$ cat src/rtl/core/dtr_pkg.sv
// dtr_pkg: shared types, codes and defaults of the dirty tile rectangle tracker
// no dependencies; imported by every module of the block
`default_nettype none

package dtr_pkg;

  // grid shape defaults
  localparam int DEF_GRID_COLS  = 8;
  localparam int DEF_GRID_ROWS  = 8;
  localparam int DEF_TILE_SHIFT = 6;

  // a drain stops after this many rectangles
  localparam int MAX_RESULTS = 32;

  // configuration port
  localparam int CFG_IDX_W  = 2;
  localparam int CFG_DATA_W = 10;

  localparam logic [CFG_IDX_W-1:0] REG_IMAGE_WIDTH  = 2'd0;
  localparam logic [CFG_IDX_W-1:0] REG_IMAGE_HEIGHT = 2'd1;
  localparam logic [CFG_IDX_W-1:0] REG_TRACK_ENABLE = 2'd2;

  localparam logic [9:0] RST_IMAGE_WIDTH  = 10'd512;
  localparam logic [9:0] RST_IMAGE_HEIGHT = 10'd512;

  // command codes
  localparam logic [1:0] FUNC_MARK  = 2'd0;
  localparam logic [1:0] FUNC_FULL  = 2'd1;
  localparam logic [1:0] FUNC_DRAIN = 2'd2;
  localparam logic [1:0] FUNC_CLEAR = 2'd3;

  typedef struct packed {
    logic [1:0] func;
    logic [8:0] region_x;
    logic [8:0] region_y;
    logic [9:0] region_w;
    logic [9:0] region_h;
    logic       upload_ready;
  } cmd_t;

  typedef struct packed {
    logic [8:0] rect_x;
    logic [8:0] rect_y;
    logic [9:0] rect_w;
    logic [9:0] rect_h;
    logic       last;
  } rect_t;

  typedef struct packed {
    logic [9:0] image_width;
    logic [9:0] image_height;
    logic       track_enable;
  } cfg_t;

  typedef struct packed {
    logic rd_en;
    logic wr_en;
    logic clear_all;
  } mem_ctl_t;

endpackage

`default_nettype wire

$ cat src/rtl/core/dtr_row_mem.sv
// dtr_row_mem: dirty grid storage, one grid row per entry, registered read
// depends on dtr_pkg for the control struct
`default_nettype none

module dtr_row_mem import dtr_pkg::*; #(
  parameter int ROWS = DEF_GRID_ROWS,
  parameter int COLS = DEF_GRID_COLS
) (
  input  wire logic                                   clk,
  input  wire logic                                   rst,
  input  wire mem_ctl_t                               ctl,
  input  wire logic [((ROWS > 1) ? $clog2(ROWS) : 1)-1:0] rd_addr,
  input  wire logic [((ROWS > 1) ? $clog2(ROWS) : 1)-1:0] wr_addr,
  input  wire logic [COLS-1:0]                        wr_data,
  output logic      [COLS-1:0]                        rd_data
);

  logic [COLS-1:0] mem [ROWS];
  logic [ROWS-1:0] row_valid;
  logic [COLS-1:0] rd_q;
  logic            rd_vq;

  always_ff @(posedge clk) begin
    if (ctl.wr_en) begin
      mem[wr_addr] <= wr_data;
    end
    if (ctl.rd_en) begin
      rd_q <= mem[rd_addr];
    end
  end

  // a row never written since reset or the last clear reads as all clean
  always_ff @(posedge clk) begin
    if (rst) begin
      row_valid <= '0;
      rd_vq     <= 1'b0;
    end else begin
      if (ctl.clear_all) begin
        row_valid <= '0;
      end else if (ctl.wr_en) begin
        row_valid[wr_addr] <= 1'b1;
      end
      if (ctl.rd_en) begin
        rd_vq <= row_valid[rd_addr];
      end
    end
  end

  assign rd_data = rd_vq ? rd_q : '0;

endmodule

`default_nettype wire

$ cat src/rtl/core/dtr_ctrl.sv
// dtr_ctrl: command sequencer, row read-modify-write, greedy rectangle scan
// and result register; depends on dtr_pkg and drives dtr_row_mem
`default_nettype none

module dtr_ctrl import dtr_pkg::*; #(
  parameter int GRID_COLS  = DEF_GRID_COLS,
  parameter int GRID_ROWS  = DEF_GRID_ROWS,
  parameter int TILE_SHIFT = DEF_TILE_SHIFT
) (
  input  wire logic                                         clk,
  input  wire logic                                         rst,
  input  wire logic                                         cmd_valid,
  output logic                                              cmd_stall,
  input  wire cmd_t                                         cmd,
  input  wire cfg_t                                         cfg,
  input  wire logic [$clog2(GRID_COLS+1)-1:0]               grid_w,
  input  wire logic [$clog2(GRID_ROWS+1)-1:0]               grid_h,
  output mem_ctl_t                                          mem_ctl,
  output logic [((GRID_ROWS > 1) ? $clog2(GRID_ROWS) : 1)-1:0] mem_rd_addr,
  output logic [((GRID_ROWS > 1) ? $clog2(GRID_ROWS) : 1)-1:0] mem_wr_addr,
  output logic [GRID_COLS-1:0]                              mem_wr_data,
  input  wire logic [GRID_COLS-1:0]                         mem_rd_data,
  output logic                                              rect_valid,
  input  wire logic                                         rect_stall,
  output rect_t                                             rect
);

  localparam int COL_W  = (GRID_COLS > 1) ? $clog2(GRID_COLS) : 1;
  localparam int ROW_W  = (GRID_ROWS > 1) ? $clog2(GRID_ROWS) : 1;
  localparam int CNT_W  = $clog2(GRID_COLS + 1);
  localparam int RCNT_W = $clog2(GRID_ROWS + 1);
  localparam int RES_W  = $clog2(MAX_RESULTS + 1);
  localparam int PX_W   = (CNT_W + TILE_SHIFT > 10) ? CNT_W + TILE_SHIFT : 10;
  localparam int PY_W   = (RCNT_W + TILE_SHIFT > 10) ? RCNT_W + TILE_SHIFT : 10;

  localparam logic [3:0] S_IDLE  = 4'd0;
  localparam logic [3:0] S_MRD   = 4'd1;
  localparam logic [3:0] S_MWR   = 4'd2;
  localparam logic [3:0] S_DRD   = 4'd3;
  localparam logic [3:0] S_DLOAD = 4'd4;
  localparam logic [3:0] S_DFIND = 4'd5;
  localparam logic [3:0] S_DRUN  = 4'd6;
  localparam logic [3:0] S_DDRD  = 4'd7;
  localparam logic [3:0] S_DDCHK = 4'd8;
  localparam logic [3:0] S_DPUSH = 4'd9;
  localparam logic [3:0] S_DWB   = 4'd10;
  localparam logic [3:0] S_DEND  = 4'd11;

  logic [3:0]           state;
  logic                 full_flag;
  logic [ROW_W-1:0]     mark_row;
  logic [ROW_W-1:0]     mark_end;
  logic [GRID_COLS-1:0] mark_mask;
  logic [ROW_W-1:0]     gy;
  logic [COL_W-1:0]     gx;
  logic [CNT_W-1:0]     col;
  logic [CNT_W-1:0]     ex;
  logic [RCNT_W-1:0]    ey;
  logic [GRID_COLS-1:0] cur_row;
  logic [GRID_COLS-1:0] run_mask;
  logic [RES_W-1:0]     count;
  rect_t                pend;
  logic                 pend_valid;

  // mark decode
  logic [10:0]          x_end;
  logic [10:0]          y_end;
  logic [10:0]          tx0;
  logic [10:0]          ty0;
  logic [10:0]          tx1;
  logic [10:0]          ty1;
  logic [10:0]          gw_m1;
  logic [10:0]          gh_m1;
  logic [GRID_COLS-1:0] mark_calc;
  logic                 mark_ok;

  always_comb begin
    x_end = 11'(cmd.region_x) + 11'(cmd.region_w) - 11'd1;
    y_end = 11'(cmd.region_y) + 11'(cmd.region_h) - 11'd1;
    tx0   = 11'(cmd.region_x) >> TILE_SHIFT;
    ty0   = 11'(cmd.region_y) >> TILE_SHIFT;
    gw_m1 = 11'(grid_w) - 11'd1;
    gh_m1 = 11'(grid_h) - 11'd1;
    tx1   = x_end >> TILE_SHIFT;
    ty1   = y_end >> TILE_SHIFT;
    if (tx1 > gw_m1) begin
      tx1 = gw_m1;
    end
    if (ty1 > gh_m1) begin
      ty1 = gh_m1;
    end
    for (int i = 0; i < GRID_COLS; i++) begin
      mark_calc[i] = (11'(i) >= tx0) && (11'(i) <= tx1);
    end
    mark_ok = cfg.track_enable && cmd.upload_ready && !full_flag &&
              (cmd.region_w != '0) && (cmd.region_h != '0) &&
              (grid_w != '0) && (grid_h != '0) && (tx0 <= tx1) && (ty0 <= ty1);
  end

  // first dirty tile at or after col, and the end of its run
  logic                 found;
  logic [COL_W-1:0]     first;
  logic [CNT_W-1:0]     ex_calc;
  logic [GRID_COLS-1:0] run_calc;

  always_comb begin
    found = 1'b0;
    first = '0;
    for (int i = GRID_COLS - 1; i >= 0; i--) begin
      if (cur_row[i] && (CNT_W'(i) >= col) && (CNT_W'(i) < grid_w)) begin
        found = 1'b1;
        first = COL_W'(i);
      end
    end
  end

  always_comb begin
    ex_calc = grid_w;
    for (int i = GRID_COLS - 1; i >= 0; i--) begin
      if ((CNT_W'(i) > CNT_W'(gx)) && (!cur_row[i] || (CNT_W'(i) >= grid_w))) begin
        ex_calc = CNT_W'(i);
      end
    end
    for (int i = 0; i < GRID_COLS; i++) begin
      run_calc[i] = (CNT_W'(i) >= CNT_W'(gx)) && (CNT_W'(i) < ex_calc);
    end
  end

  // pixel rectangle of the region just grown
  logic [PX_W-1:0] px;
  logic [PX_W-1:0] xe;
  logic [PY_W-1:0] py;
  logic [PY_W-1:0] ye;
  logic [PX_W-1:0] rw_calc;
  logic [PY_W-1:0] rh_calc;
  rect_t           new_rect;

  always_comb begin
    px = PX_W'(gx) << TILE_SHIFT;
    xe = PX_W'(ex) << TILE_SHIFT;
    py = PY_W'(gy) << TILE_SHIFT;
    ye = PY_W'(ey) << TILE_SHIFT;
    if (xe > PX_W'(cfg.image_width)) begin
      xe = PX_W'(cfg.image_width);
    end
    if (ye > PY_W'(cfg.image_height)) begin
      ye = PY_W'(cfg.image_height);
    end
    rw_calc         = xe - px;
    rh_calc         = ye - py;
    new_rect.rect_x = px[8:0];
    new_rect.rect_y = py[8:0];
    new_rect.rect_w = rw_calc[9:0];
    new_rect.rect_h = rh_calc[9:0];
    new_rect.last   = 1'b0;
  end

  logic            rect_free;
  logic            push_go;
  logic            end_go;
  logic            rect_load;
  rect_t           rect_next;
  logic            down_hit;
  logic [RCNT_W-1:0] gy_inc;

  assign rect_free = !rect_valid || !rect_stall;
  assign push_go   = (state == S_DPUSH) && (!pend_valid || rect_free);
  assign end_go    = (state == S_DEND) && rect_free;
  assign rect_load = (push_go && pend_valid) || end_go;
  assign down_hit  = (mem_rd_data & run_mask) == run_mask;
  assign gy_inc    = RCNT_W'(gy) + 1'b1;
  assign cmd_stall = (state != S_IDLE);

  always_comb begin
    rect_next = pend;
    if (end_go) begin
      if (pend_valid) begin
        rect_next.last = 1'b1;
      end else begin
        rect_next.rect_x = '0;
        rect_next.rect_y = '0;
        rect_next.rect_w = cfg.image_width;
        rect_next.rect_h = cfg.image_height;
        rect_next.last   = 1'b1;
      end
    end
  end

  // memory port control
  always_comb begin
    mem_ctl.rd_en     = (state == S_MRD) || (state == S_DRD) || (state == S_DDRD);
    mem_ctl.wr_en     = (state == S_MWR) || ((state == S_DFIND) && !found) ||
                        ((state == S_DDCHK) && down_hit) || (state == S_DWB);
    mem_ctl.clear_all = (state == S_IDLE) && cmd_valid && (cmd.func == FUNC_FULL);
    case (state)
      S_MRD:   mem_rd_addr = mark_row;
      S_DRD:   mem_rd_addr = gy;
      default: mem_rd_addr = ey[ROW_W-1:0];
    endcase
    case (state)
      S_MWR: begin
        mem_wr_addr = mark_row;
        mem_wr_data = mem_rd_data | mark_mask;
      end
      S_DDCHK: begin
        mem_wr_addr = ey[ROW_W-1:0];
        mem_wr_data = mem_rd_data & ~run_mask;
      end
      default: begin
        mem_wr_addr = gy;
        mem_wr_data = cur_row;
      end
    endcase
  end

  always_ff @(posedge clk) begin
    if (rst) begin
      state      <= S_IDLE;
      full_flag  <= 1'b0;
      rect_valid <= 1'b0;
      pend_valid <= 1'b0;
      count      <= '0;
    end else begin
      if (rect_load) begin
        rect_valid <= 1'b1;
        rect       <= rect_next;
      end else if (rect_valid && !rect_stall) begin
        rect_valid <= 1'b0;
      end

      case (state)
        S_IDLE: begin
          if (cmd_valid) begin
            case (cmd.func)
              FUNC_MARK: begin
                if (mark_ok) begin
                  mark_row  <= ty0[ROW_W-1:0];
                  mark_end  <= ty1[ROW_W-1:0];
                  mark_mask <= mark_calc;
                  state     <= S_MRD;
                end
              end
              FUNC_FULL: begin
                full_flag <= 1'b1;
              end
              FUNC_DRAIN: begin
                pend_valid <= 1'b0;
                count      <= '0;
                gy         <= '0;
                if (!full_flag && cfg.track_enable && (grid_w != '0) && (grid_h != '0)) begin
                  state <= S_DRD;
                end else begin
                  state <= S_DEND;
                end
              end
              FUNC_CLEAR: begin
                full_flag <= 1'b0;
              end
              default: ;
            endcase
          end
        end
        S_MRD: begin
          state <= S_MWR;
        end
        S_MWR: begin
          if (mark_row == mark_end) begin
            state <= S_IDLE;
          end else begin
            mark_row <= mark_row + 1'b1;
            state    <= S_MRD;
          end
        end
        S_DRD: begin
          state <= S_DLOAD;
        end
        S_DLOAD: begin
          cur_row <= mem_rd_data;
          col     <= '0;
          state   <= S_DFIND;
        end
        S_DFIND: begin
          if (found) begin
            gx    <= first;
            state <= S_DRUN;
          end else if (gy_inc == grid_h) begin
            state <= S_DEND;
          end else begin
            gy    <= gy + 1'b1;
            state <= S_DRD;
          end
        end
        S_DRUN: begin
          ex       <= ex_calc;
          run_mask <= run_calc;
          cur_row  <= cur_row & ~run_calc;
          ey       <= gy_inc;
          state    <= (gy_inc < grid_h) ? S_DDRD : S_DPUSH;
        end
        S_DDRD: begin
          state <= S_DDCHK;
        end
        S_DDCHK: begin
          if (down_hit) begin
            ey    <= ey + 1'b1;
            state <= ((ey + 1'b1) < grid_h) ? S_DDRD : S_DPUSH;
          end else begin
            state <= S_DPUSH;
          end
        end
        S_DPUSH: begin
          if (push_go) begin
            pend       <= new_rect;
            pend_valid <= 1'b1;
            count      <= count + 1'b1;
            col        <= ex;
            state      <= ((count + 1'b1) == RES_W'(MAX_RESULTS)) ? S_DWB : S_DFIND;
          end
        end
        S_DWB: begin
          state <= S_DEND;
        end
        S_DEND: begin
          if (rect_free) begin
            pend_valid <= 1'b0;
            state      <= S_IDLE;
          end
        end
        default: begin
          state <= S_IDLE;
        end
      endcase
    end
  end

  a_result_cap: assert property (@(posedge clk) disable iff (rst)
    count <= RES_W'(MAX_RESULTS))
    else $error("drain produced more rectangles than the cap");

  a_no_same_row_rw: assert property (@(posedge clk) disable iff (rst)
    !(mem_ctl.rd_en && mem_ctl.wr_en && (mem_rd_addr == mem_wr_addr)))
    else $error("row read and written in the same cycle");

  a_last_ends_drain: assert property (@(posedge clk) disable iff (rst)
    end_go |=> (state == S_IDLE))
    else $error("drain did not finish after its last rectangle");

  a_push_counts: assert property (@(posedge clk) disable iff (rst)
    push_go |=> (count == $past(count) + 1'b1) && pend_valid)
    else $error("grown rectangle not counted");

endmodule

`default_nettype wire

$ cat src/rtl/core/dirty_tile_rect_tracker_top.sv
// dirty_tile_rect_tracker_top: configuration registers, grid span and the
// scan controller with its row memory; depends on dtr_pkg, dtr_ctrl, dtr_row_mem
`default_nettype none

// one command at a time; cmd_stall is high after the transfer until a mark or drain is done
// mark: accepted, then a row read and a write back for each tile row it covers
// drain: a read, load and search for each grid row scanned, plus a run, push and search per
//   rectangle and a read and check per row tested below it, then the final rectangle's hand-off
// full set / full clear: taken without a stall; a result sits in an output register until transferred
// synchronous reset clears the grid at once through per-row valid bits (no clearing pass)
module dirty_tile_rect_tracker_top import dtr_pkg::*; #(
  parameter int GRID_COLS  = DEF_GRID_COLS,
  parameter int GRID_ROWS  = DEF_GRID_ROWS,
  parameter int TILE_SHIFT = DEF_TILE_SHIFT
) (
  input  wire logic                  clk,
  input  wire logic                  rst,
  // command channel
  input  wire logic                  cmd_valid,
  output logic                       cmd_stall,
  input  wire cmd_t                  cmd,
  // rectangle channel
  output logic                       rect_valid,
  input  wire logic                  rect_stall,
  output rect_t                      rect,
  // configuration writes
  input  wire logic                  cfg_we,
  input  wire logic [CFG_IDX_W-1:0]  cfg_index,
  input  wire logic [CFG_DATA_W-1:0] cfg_data
);

  localparam int ROW_W  = (GRID_ROWS > 1) ? $clog2(GRID_ROWS) : 1;
  localparam int CNT_W  = $clog2(GRID_COLS + 1);
  localparam int RCNT_W = $clog2(GRID_ROWS + 1);
  // rounding term for the tile count, tile size minus one
  localparam logic [10:0] TILE_M1 = 11'((1 << TILE_SHIFT) - 1);

  cfg_t cfg;

  // image size and tracking enable: user writes only with no command in flight, unchecked
  always_ff @(posedge clk) begin
    if (rst) begin
      cfg.image_width  <= RST_IMAGE_WIDTH;
      cfg.image_height <= RST_IMAGE_HEIGHT;
      cfg.track_enable <= 1'b0;
    end else if (cfg_we) begin
      case (cfg_index)
        REG_IMAGE_WIDTH:  cfg.image_width  <= cfg_data;
        REG_IMAGE_HEIGHT: cfg.image_height <= cfg_data;
        REG_TRACK_ENABLE: cfg.track_enable <= cfg_data[0];
        default: ;
      endcase
    end
  end

  // grid in use: tiles that the image touches, capped at the stored grid
  logic [10:0]       span_x;
  logic [10:0]       span_y;
  logic [CNT_W-1:0]  grid_w;
  logic [RCNT_W-1:0] grid_h;

  always_comb begin
    span_x = (11'(cfg.image_width) + TILE_M1) >> TILE_SHIFT;
    span_y = (11'(cfg.image_height) + TILE_M1) >> TILE_SHIFT;
    grid_w = (span_x > 11'(GRID_COLS)) ? CNT_W'(GRID_COLS) : span_x[CNT_W-1:0];
    grid_h = (span_y > 11'(GRID_ROWS)) ? RCNT_W'(GRID_ROWS) : span_y[RCNT_W-1:0];
  end

  // controller to memory
  mem_ctl_t             mem_ctl;
  logic [ROW_W-1:0]     mem_rd_addr;
  logic [ROW_W-1:0]     mem_wr_addr;
  logic [GRID_COLS-1:0] mem_wr_data;
  logic [GRID_COLS-1:0] mem_rd_data;

  // one grid row per entry, dirty bit of tile gx at bit gx
  dtr_row_mem #(
    .ROWS (GRID_ROWS),
    .COLS (GRID_COLS)
  ) u_row_mem (
    .clk     (clk),
    .rst     (rst),
    .ctl     (mem_ctl),
    .rd_addr (mem_rd_addr),
    .wr_addr (mem_wr_addr),
    .wr_data (mem_wr_data),
    .rd_data (mem_rd_data)
  );

  // command sequencing, raster scan with right-then-down growth, result register
  dtr_ctrl #(
    .GRID_COLS  (GRID_COLS),
    .GRID_ROWS  (GRID_ROWS),
    .TILE_SHIFT (TILE_SHIFT)
  ) u_ctrl (
    .clk         (clk),
    .rst         (rst),
    .cmd_valid   (cmd_valid),
    .cmd_stall   (cmd_stall),
    .cmd         (cmd),
    .cfg         (cfg),
    .grid_w      (grid_w),
    .grid_h      (grid_h),
    .mem_ctl     (mem_ctl),
    .mem_rd_addr (mem_rd_addr),
    .mem_wr_addr (mem_wr_addr),
    .mem_wr_data (mem_wr_data),
    .mem_rd_data (mem_rd_data),
    .rect_valid  (rect_valid),
    .rect_stall  (rect_stall),
    .rect        (rect)
  );

endmodule

`default_nettype wire
$ cat config.mk
export PLATFORM = sky130hd
export DESIGN_NAME = dirty_tile_rect_tracker_top
export DESIGN_NICKNAME = d
export VERILOG_FILES = /design/src/rtl/core/dtr_pkg.sv /design/src/rtl/core/dtr_row_mem.sv /design/src/rtl/core/dtr_ctrl.sv /design/src/rtl/core/dirty_tile_rect_tracker_top.sv
export SDC_FILE = /design/constraint.sdc
export NUM_CORES = 1
export LEC_CHECK = 0
export BUFFER_PORTS_ARGS = -buffer_cell sky130_fd_sc_hd__buf_4
export CAP_MARGIN = 0
export CORE_AREA = 10 10 192 194
export DETAILED_ROUTE_END_ITERATION = 12
export DIE_AREA = 0 0 202 204
export GPL_TIMING_DRIVEN = 0
export PLACE_DENSITY_LB_ADDON = 0.12
export SLEW_MARGIN = 10
export SYNTH_ARGS = -nofsm -noshare
export SYNTH_HDL_FRONTEND = slang
export SYNTH_HIERARCHICAL = 1
export SYNTH_SLANG_ARGS = --single-unit
$ cat constraint.sdc
create_clock -name clk -period 9.37 [get_ports clk]
set_input_delay 0.4685 -clock clk [delete_from_list [all_inputs] [get_ports clk]]
set_output_delay 0.4685 -clock clk [all_outputs]
set_load 0.02 [all_outputs]
Word-level counts from Yosys, hierarchy flattened. Memories as Yosys holds them, arrays and structs flattened. A register that Yosys moved wholly into a read port is not among the register bits. Index checks and enable logic that the tools add are counted.

Register bits after elaboration: 156. Word-level logic and storage cells: 366. Input bits: 58. Memories: 1. Bits in writable memories: 64. Output and inout port bits: 41.

Memory list: u_row_mem.mem (words 8, width 8, read ports 1, clocked after Yosys merged registers in 1, wr ports 1, line dtr_row_mem.sv:18) `logic [COLS-1:0] mem [ROWS];`.

Bitwise logic cells: 8. Reductions and logical operators: 122. Add/subtract/negate cells: 15. Equality and inequality tests: 32. Magnitude comparators: 74. Mux-type cells: 81.

Operators by type and width (number): $mux 4 (22); $logic_and 1x1->1 (58); $pmux 4 s12 (1); $le 3x11->1 const A (4); $mux 39 (1); $mux 38 (1); $mux 3 (12); $ge 3x4->1 const A (8); $lt 3x4->1 const A (8); $pmux 8 s2 (2); $and 8x8->8 (3); $pmux 3 s2 (4); $pmux 4 s2 (3); $add 10x6->11 const B (2); $add 9x10->11 (2); $gt 5x11->1 (2); $le 1x11->1 const A (2); $le 2x11->1 const A (2); $le 3x11->1 (2); $mux 11 (2); $sub 11x1->11 const B (2); $ge 3x3->1 const A (7); $gt 10x10->1 (2); $mux 1 (20); other kinds (60) (160).

Depth between registers and ports, before layout.
Depth after elaboration: 20. Mapped depth: 26. Mapped depth without buffers: 26.

Hierarchy. Netlist, hierarchy kept.

By module, submodules not included: dtr_ctrl (area each 8187.9 µm², instances 1, cells an instance 857, sequential area each 3263.1 µm²); dtr_row_mem (area each 3072.9 µm², instances 1, cells an instance 147, sequential area each 2342.2 µm²); dirty_tile_rect_tracker_top (area each 1068.5 µm², instances 1, cells an instance 111, sequential area each 420.4 µm²).

Least setup slack after synthesis. Ideal clock, no wire load.

Path type: in2reg. From: in cmd[4] in the netlist's numbering. To: reg u_ctrl.mark_end[0] (enable). Buffers on the path: 0. Required time: 8977 ps. Data arrival time: 5205 ps. Setup slack: 3772 ps. Stages: 25. Setup time: 393 ps. Cells stage by stage: inv_1 ha_1 inv_1 ha_1 o21ai_0 nand2b_1 a31oi_1 and2b_1 o21ai_0 nor2b_1 xnor2_1 ha_1 a21o_1 a2111oi_2 nand4b_4 nor2_1 a21oi_1 ha_1 nor2b_1 o21a_1 o21ai_0 o21bai_1 o211ai_2 o21ai_2 nor3_1.

Longest elaborated chain between the ends: 7. Elaborated cells on any way between the ends: 12. Classes of those cells: add/sub (2); order compare (2); mux (1); reduce/logical (7).

Ends and longest elaborated chain: start, declared (line dirty_tile_rect_tracker_top.sv:21) `input wire cmd_t cmd,`; $add 9x10->11 or $reduce_bool 10->1 (tied branches) (line dtr_ctrl.sv:79, dtr_ctrl.sv:96); $sub 11x1->11 or $logic_and 1x1->1 (tied branches) (line dtr_ctrl.sv:79, dtr_ctrl.sv:96); $gt 5x11->1 or $logic_and 1x1->1 (tied branches) (line dtr_ctrl.sv:89, dtr_ctrl.sv:96); $mux 11 or $logic_and 1x1->1 (tied branches) (line dtr_ctrl.sv:89, dtr_ctrl.sv:97); $le 3x11->1 or $logic_and 1x1->1 (tied branches) (line dtr_ctrl.sv:97) `(grid_w != '0) && (grid_h != '0) && (tx0 <= tx1) && (ty0 <= ty1);`; $logic_and 1x1->1 (*) (line dtr_ctrl.sv:97); $reduce_and 5->1 (no line) (*); end signal, assigned (line dtr_ctrl.sv:238) `mark_end <= ty1[ROW_W-1:0];`; end, declared (line dtr_ctrl.sv:52) `logic [ROW_W-1:0] mark_end;`.

Mark *: on every way between the ends. The rest lies on a longest branch, timed or not. A chain may end at the register's enable or synchronous reset.

Worst setup path in the final report.
From: reg, netlist name cfg[11]. To: reg u_ctrl.mark_mask[4] (enable).

Longest elaborated chain between the ends: 10. Elaborated cells on any way between the ends: 13. Classes of those cells: add/sub (2); order compare (3); mux (2); reduce/logical (6).

Ends and longest elaborated chain: $add 10x6->11 (*) (line dirty_tile_rect_tracker_top.sv:63) `span_x = (11'(cfg.image_width) + TILE_M1) >> TILE_SHIFT;`; $gt 5x4->1 (line dirty_tile_rect_tracker_top.sv:65) `grid_w = (span_x > 11'(GRID_COLS)) ? CNT_W'(GRID_COLS) : span_x[CNT_W-1:0];`; $mux 4 (*) (line dirty_tile_rect_tracker_top.sv:65); named net grid_w[0] (line dirty_tile_rect_tracker_top.sv:59) `logic [CNT_W-1:0] grid_w;`; $sub 4x1->5 (line dtr_ctrl.sv:82) `gw_m1 = 11'(grid_w) - 11'd1;`; $gt 5x11->1 (line dtr_ctrl.sv:86) `if (tx1 > gw_m1) begin`; $mux 11 (line dtr_ctrl.sv:86); $le 3x11->1 (line dtr_ctrl.sv:97); $logic_and 1x1->1 (*) (2 in series) (line dtr_ctrl.sv:97); $reduce_and 5->1 (no line) (*); end signal, assigned (line dtr_ctrl.sv:239) `mark_mask <= mark_calc;`; end, declared (line dtr_ctrl.sv:53) `logic [GRID_COLS-1:0] mark_mask;`.

Mark *: on every way through the listed nets, which the timed path passes. The rest lies on a longest branch.

==> flow_summary.ini <==
[synth]
yosys.cell_types.count = 88
synth_xor_area_share_pct = 1.63
synth_mux_area_share_pct = 9.15
yosysWarnings = 6
synth_flop_cell = edfxtp_1
synth_compound_area_share_pct = 12.5
synth-simple-area-share_pct = 13.3
yosys.area_share.adder_pct = 8.54
yosys_register_bits = 215
avgSynthCellArea_um2 = 11.1
synth_cells = 1115
synth_top_family_by_area = simple AND/OR/NAND/NOR gates
synth_area_um2 = 12300
synth_edf_count = 172
async_reset_ff_share_pct = 0
ys_seq_area_share_pct = 48.9

[worst_hold_path]
hold_path.class = in2reg
holdPathStages = 2
hp-start = cfg_data[9]
min_to = cfg[20]$_SDFFE_PP1P_

[critical_path]
critPathKind = reg2reg
r2r_start = cfg[11]$_SDFFE_PP0P_
r2r_end = u_ctrl/mark_mask[4]$_DFFE_PP_
cp_data_required_time_ns = 9.60
crit_path_max_incr_delay_ns = 0.64
path_cells = nor4_4 -> nand2_2 -> o21bai_1 -> inv_1 -> ha_1 -> xor2_1 -> inv_1 -> ha_1 -> o211ai_1 -> a21oi_1 -> o21a_1 -> nand2_1 -> mux2i_1 -> inv_1 -> ha_1 -> nor2b_1 -> o21a_1 -> o21ai_0 -> o21ai_2 -> nor3_2 -> buf_4
slowest_stage = o21bai_1
rrSetupSlack_ns = 3.46
cp_data_arrival_time_ns = 6.14
start_kind = flop
path_max_fanout = 8
worstSetupEndpointType = flop
reg2reg_depth = 21

[placement]
gp_congestion = 0.853
port_buffers = 86
dp.final_hpwl_um = 23800

[clock_tree]
clock_path_buffers = 3
numCtsBuffers = 25
hold_buffers = 0
post_cts_resize_count = 0
worstSkewPairLatency_ns = 0.52
htreeDepth = 1
cts_tree = yes
path_clk_slew_ns = 0.06
cts_setup_buffers = 0
root_buffer = clkbuf_16
cts.sinks = 215

[layout]
layout_common_cells = edfxtp_1, inv_1, buf_4
layout-drive-gt1-share_pct = 19.1
post-route-util_pct = 43.5
area_growth_pct = 16.8
final-seq-area_um2 = 6030
multi_input_area_um2 = 5640
layout_commonest_cell = edfxtp_1
fin_nets = 1384
antenna_cells = 0
fillCellCount = 3178

[global_routing]
grt_pass1_vias = 8621
grt_max_degree = 27
grtUsageTotal_pct = 14.9
grt_pass1_wl_um = 49300
gr-total-overflow = 0
antenna_found_initial = 0

[routing]
viasPerCell = 5.16
drt_first_pass_iters = 7
drtAntennaViolNets = 0
drtIter0Drc = 417
num_vias = 8807
drc = 0
routed_wl_um = 31400
wire_per_inst_um = 18.4

[run]
maxCapViolations = 0

[power]
p_leak_nw = 5.77
power.total_mw = 2.88
power_density_nw_per_um2 = 200
peakVddDrop_mv = 0.147

[sta]
drv_slew = 0
fin_setup_tns_ns = 0
hold_viol = 0
worst_slew_pin_slew_ns = 1.16
post-route-period-util_pct = 63.1
clock_skew_ns = 0.0103
setup_violations = 0
relSlewSlack_pct = 22.1
fin_crit_ns = 5.91
rsz0062_at_grt = false
timing.fmax_mhz = 169

[die]
core_um2 = 33100
io_pins = 99
die_h_um = 204
num_rows = 67
die_w_um = 202
dieArea_um2 = 41200
initial_utilization_pct = 37.2

[run_status]
outcome = finished, final reports clean
-- routing by layer --
| layer | wire [µm] | share of wire (%) | up-vias | GRT usage (%) |
|---|---|---|---|---|
| li1 | - | - | 4322 | - |
| met1 | 14500 | 46 | 4247 | 19.8 |
| met2 | 15100 | 48 | 203 | 25.4 |
| met3 | 1340 | 4.2 | 35 | 2.19 |
| met4 | 517 | 1.6 | 0 | 3.14 |
| met5 | 0 | 0 | - | 0 |
-- synthesized netlist by cell type, types with 7 or more instances --
cell type	number	area (µm²)
nand3_1	16	80.1
nand2b_1	17	106
o21a_1	15	113
o31ai_1	7	52.6
ha_1	81	1010
edfxtp_1	172	5160
a21oi_1	50	250
nand4_1	7	43.8
inv_1	132	495
mux4_2	17	383
and2_1	20	125
o21ai_0	43	215
clkbuf_1	17	63.8
mux2i_1	34	340
nor3_1	17	85.1
nor2b_1	23	144
buf_2	10	50.1
dfxtp_1	43	861
a222oi_1	8	80.1
nand2_1	61	229
a21o_1	10	75.1
mux2_2	36	405
o22ai_1	10	62.6
buf_4	14	105
nor2_1	89	334
nor4_1	11	68.8
xnor2_1	10	87.6
xor2_1	13	114
a211oi_1	9	67.6
-- state kept, by name, indices dropped and copies added, names as in the netlist, 4 cells and up --
name	flops
u_ctrl/run_mask	7
u_ctrl/state	4
u_ctrl/pend	26
u_row_mem/rd_q	8
u_ctrl/ex	4
u_row_mem/mem	64
u_ctrl/count	6
u_ctrl/cur_row	8
u_ctrl/rect	27
cfg	21
u_row_mem/row_valid	8
u_ctrl/col	4
u_ctrl/ey	4
u_ctrl/mark_mask	8
-- stage by stage --
| stage | instance area, µm² | setup slack, ns | hold slack [ns] | cells |
|---|---|---|---|---|
| 6_report | 14400 | 3.46 | 0.166 | 1707 |
| 5_1_grt | 14400 | 3.00 | 0.162 | 1707 |
| 4_1_cts | 14400 | 3.42 | 0.147 | 1707 |
| 3_5_place_dp | 13600 | 3.32 | 0.450 | 1664 |
| 3_3_place_gp | 13600 | 2.59 | 0.447 | 1660 |
| 2_1_floorplan | 12400 | 3.77 | 0.421 | 1126 |
-- cells by family (layout without fill, tap and decap cells) --
group	Yosys count	after routing
XOR/XNOR	23	23
other	1	12
flip-flops	215	215
AND/OR/NAND/NOR	308	308
adder cells (fa/ha/maj)	83	83
multiplexers	87	87
AO/OA/AOI/OAI	223	223
buffers and inverters	175	308
-- worst max-delay path, delay by kind of cell (launching register included) --
kind            cells  cell delay [ns]
simple gates        5             1.14
compound gates      7             1.69
buf+inv             4             0.77
mux                 1             0.41
xor+xnor            1             0.33
flops               1             0.37
fa+ha+maj           3             0.91
-- worst max-delay path by stage --
stage	cells after the start	start	to	slack [ns]
after floorplan	25	cmd[4]	u_ctrl/mark_end[0]$_DFFE_PP_	3.77
after global placement	26	cmd[4]	u_ctrl/mark_mask[4]$_DFFE_PP_	2.59
after detailed placement	27	cmd[4]	u_ctrl/mark_mask[4]$_DFFE_PP_	3.32
after CTS	21	cfg[11]$_SDFFE_PP0P_	u_ctrl/mark_mask[4]$_DFFE_PP_	3.42
after global routing	21	cfg[11]$_SDFFE_PP0P_	u_ctrl/mark_mask[1]$_DFFE_PP_	3.00
final	21	cfg[11]$_SDFFE_PP0P_	u_ctrl/mark_mask[4]$_DFFE_PP_	3.46
-- report_power, final --
group | switching, mW | total (mW) | internal, mW
Sequential | 0.0407 | 1.20 | 1.16
Combinational | 0.470 | 0.782 | 0.312
Clock | 0.376 | 0.895 | 0.519
-- area by class of cell --
class                   count  share of cell area, %
repair buffers             90                   4.75
plain buffers              43                   1.68
inverters                 132                   3.44
flip-flops and latches    215                   41.9
clock buffers              32                   4.53
well taps                 448                   3.89
clock inverters            11                  0.661
multi-input cells         736                   39.2
Power figures use the tool's default switching activity.
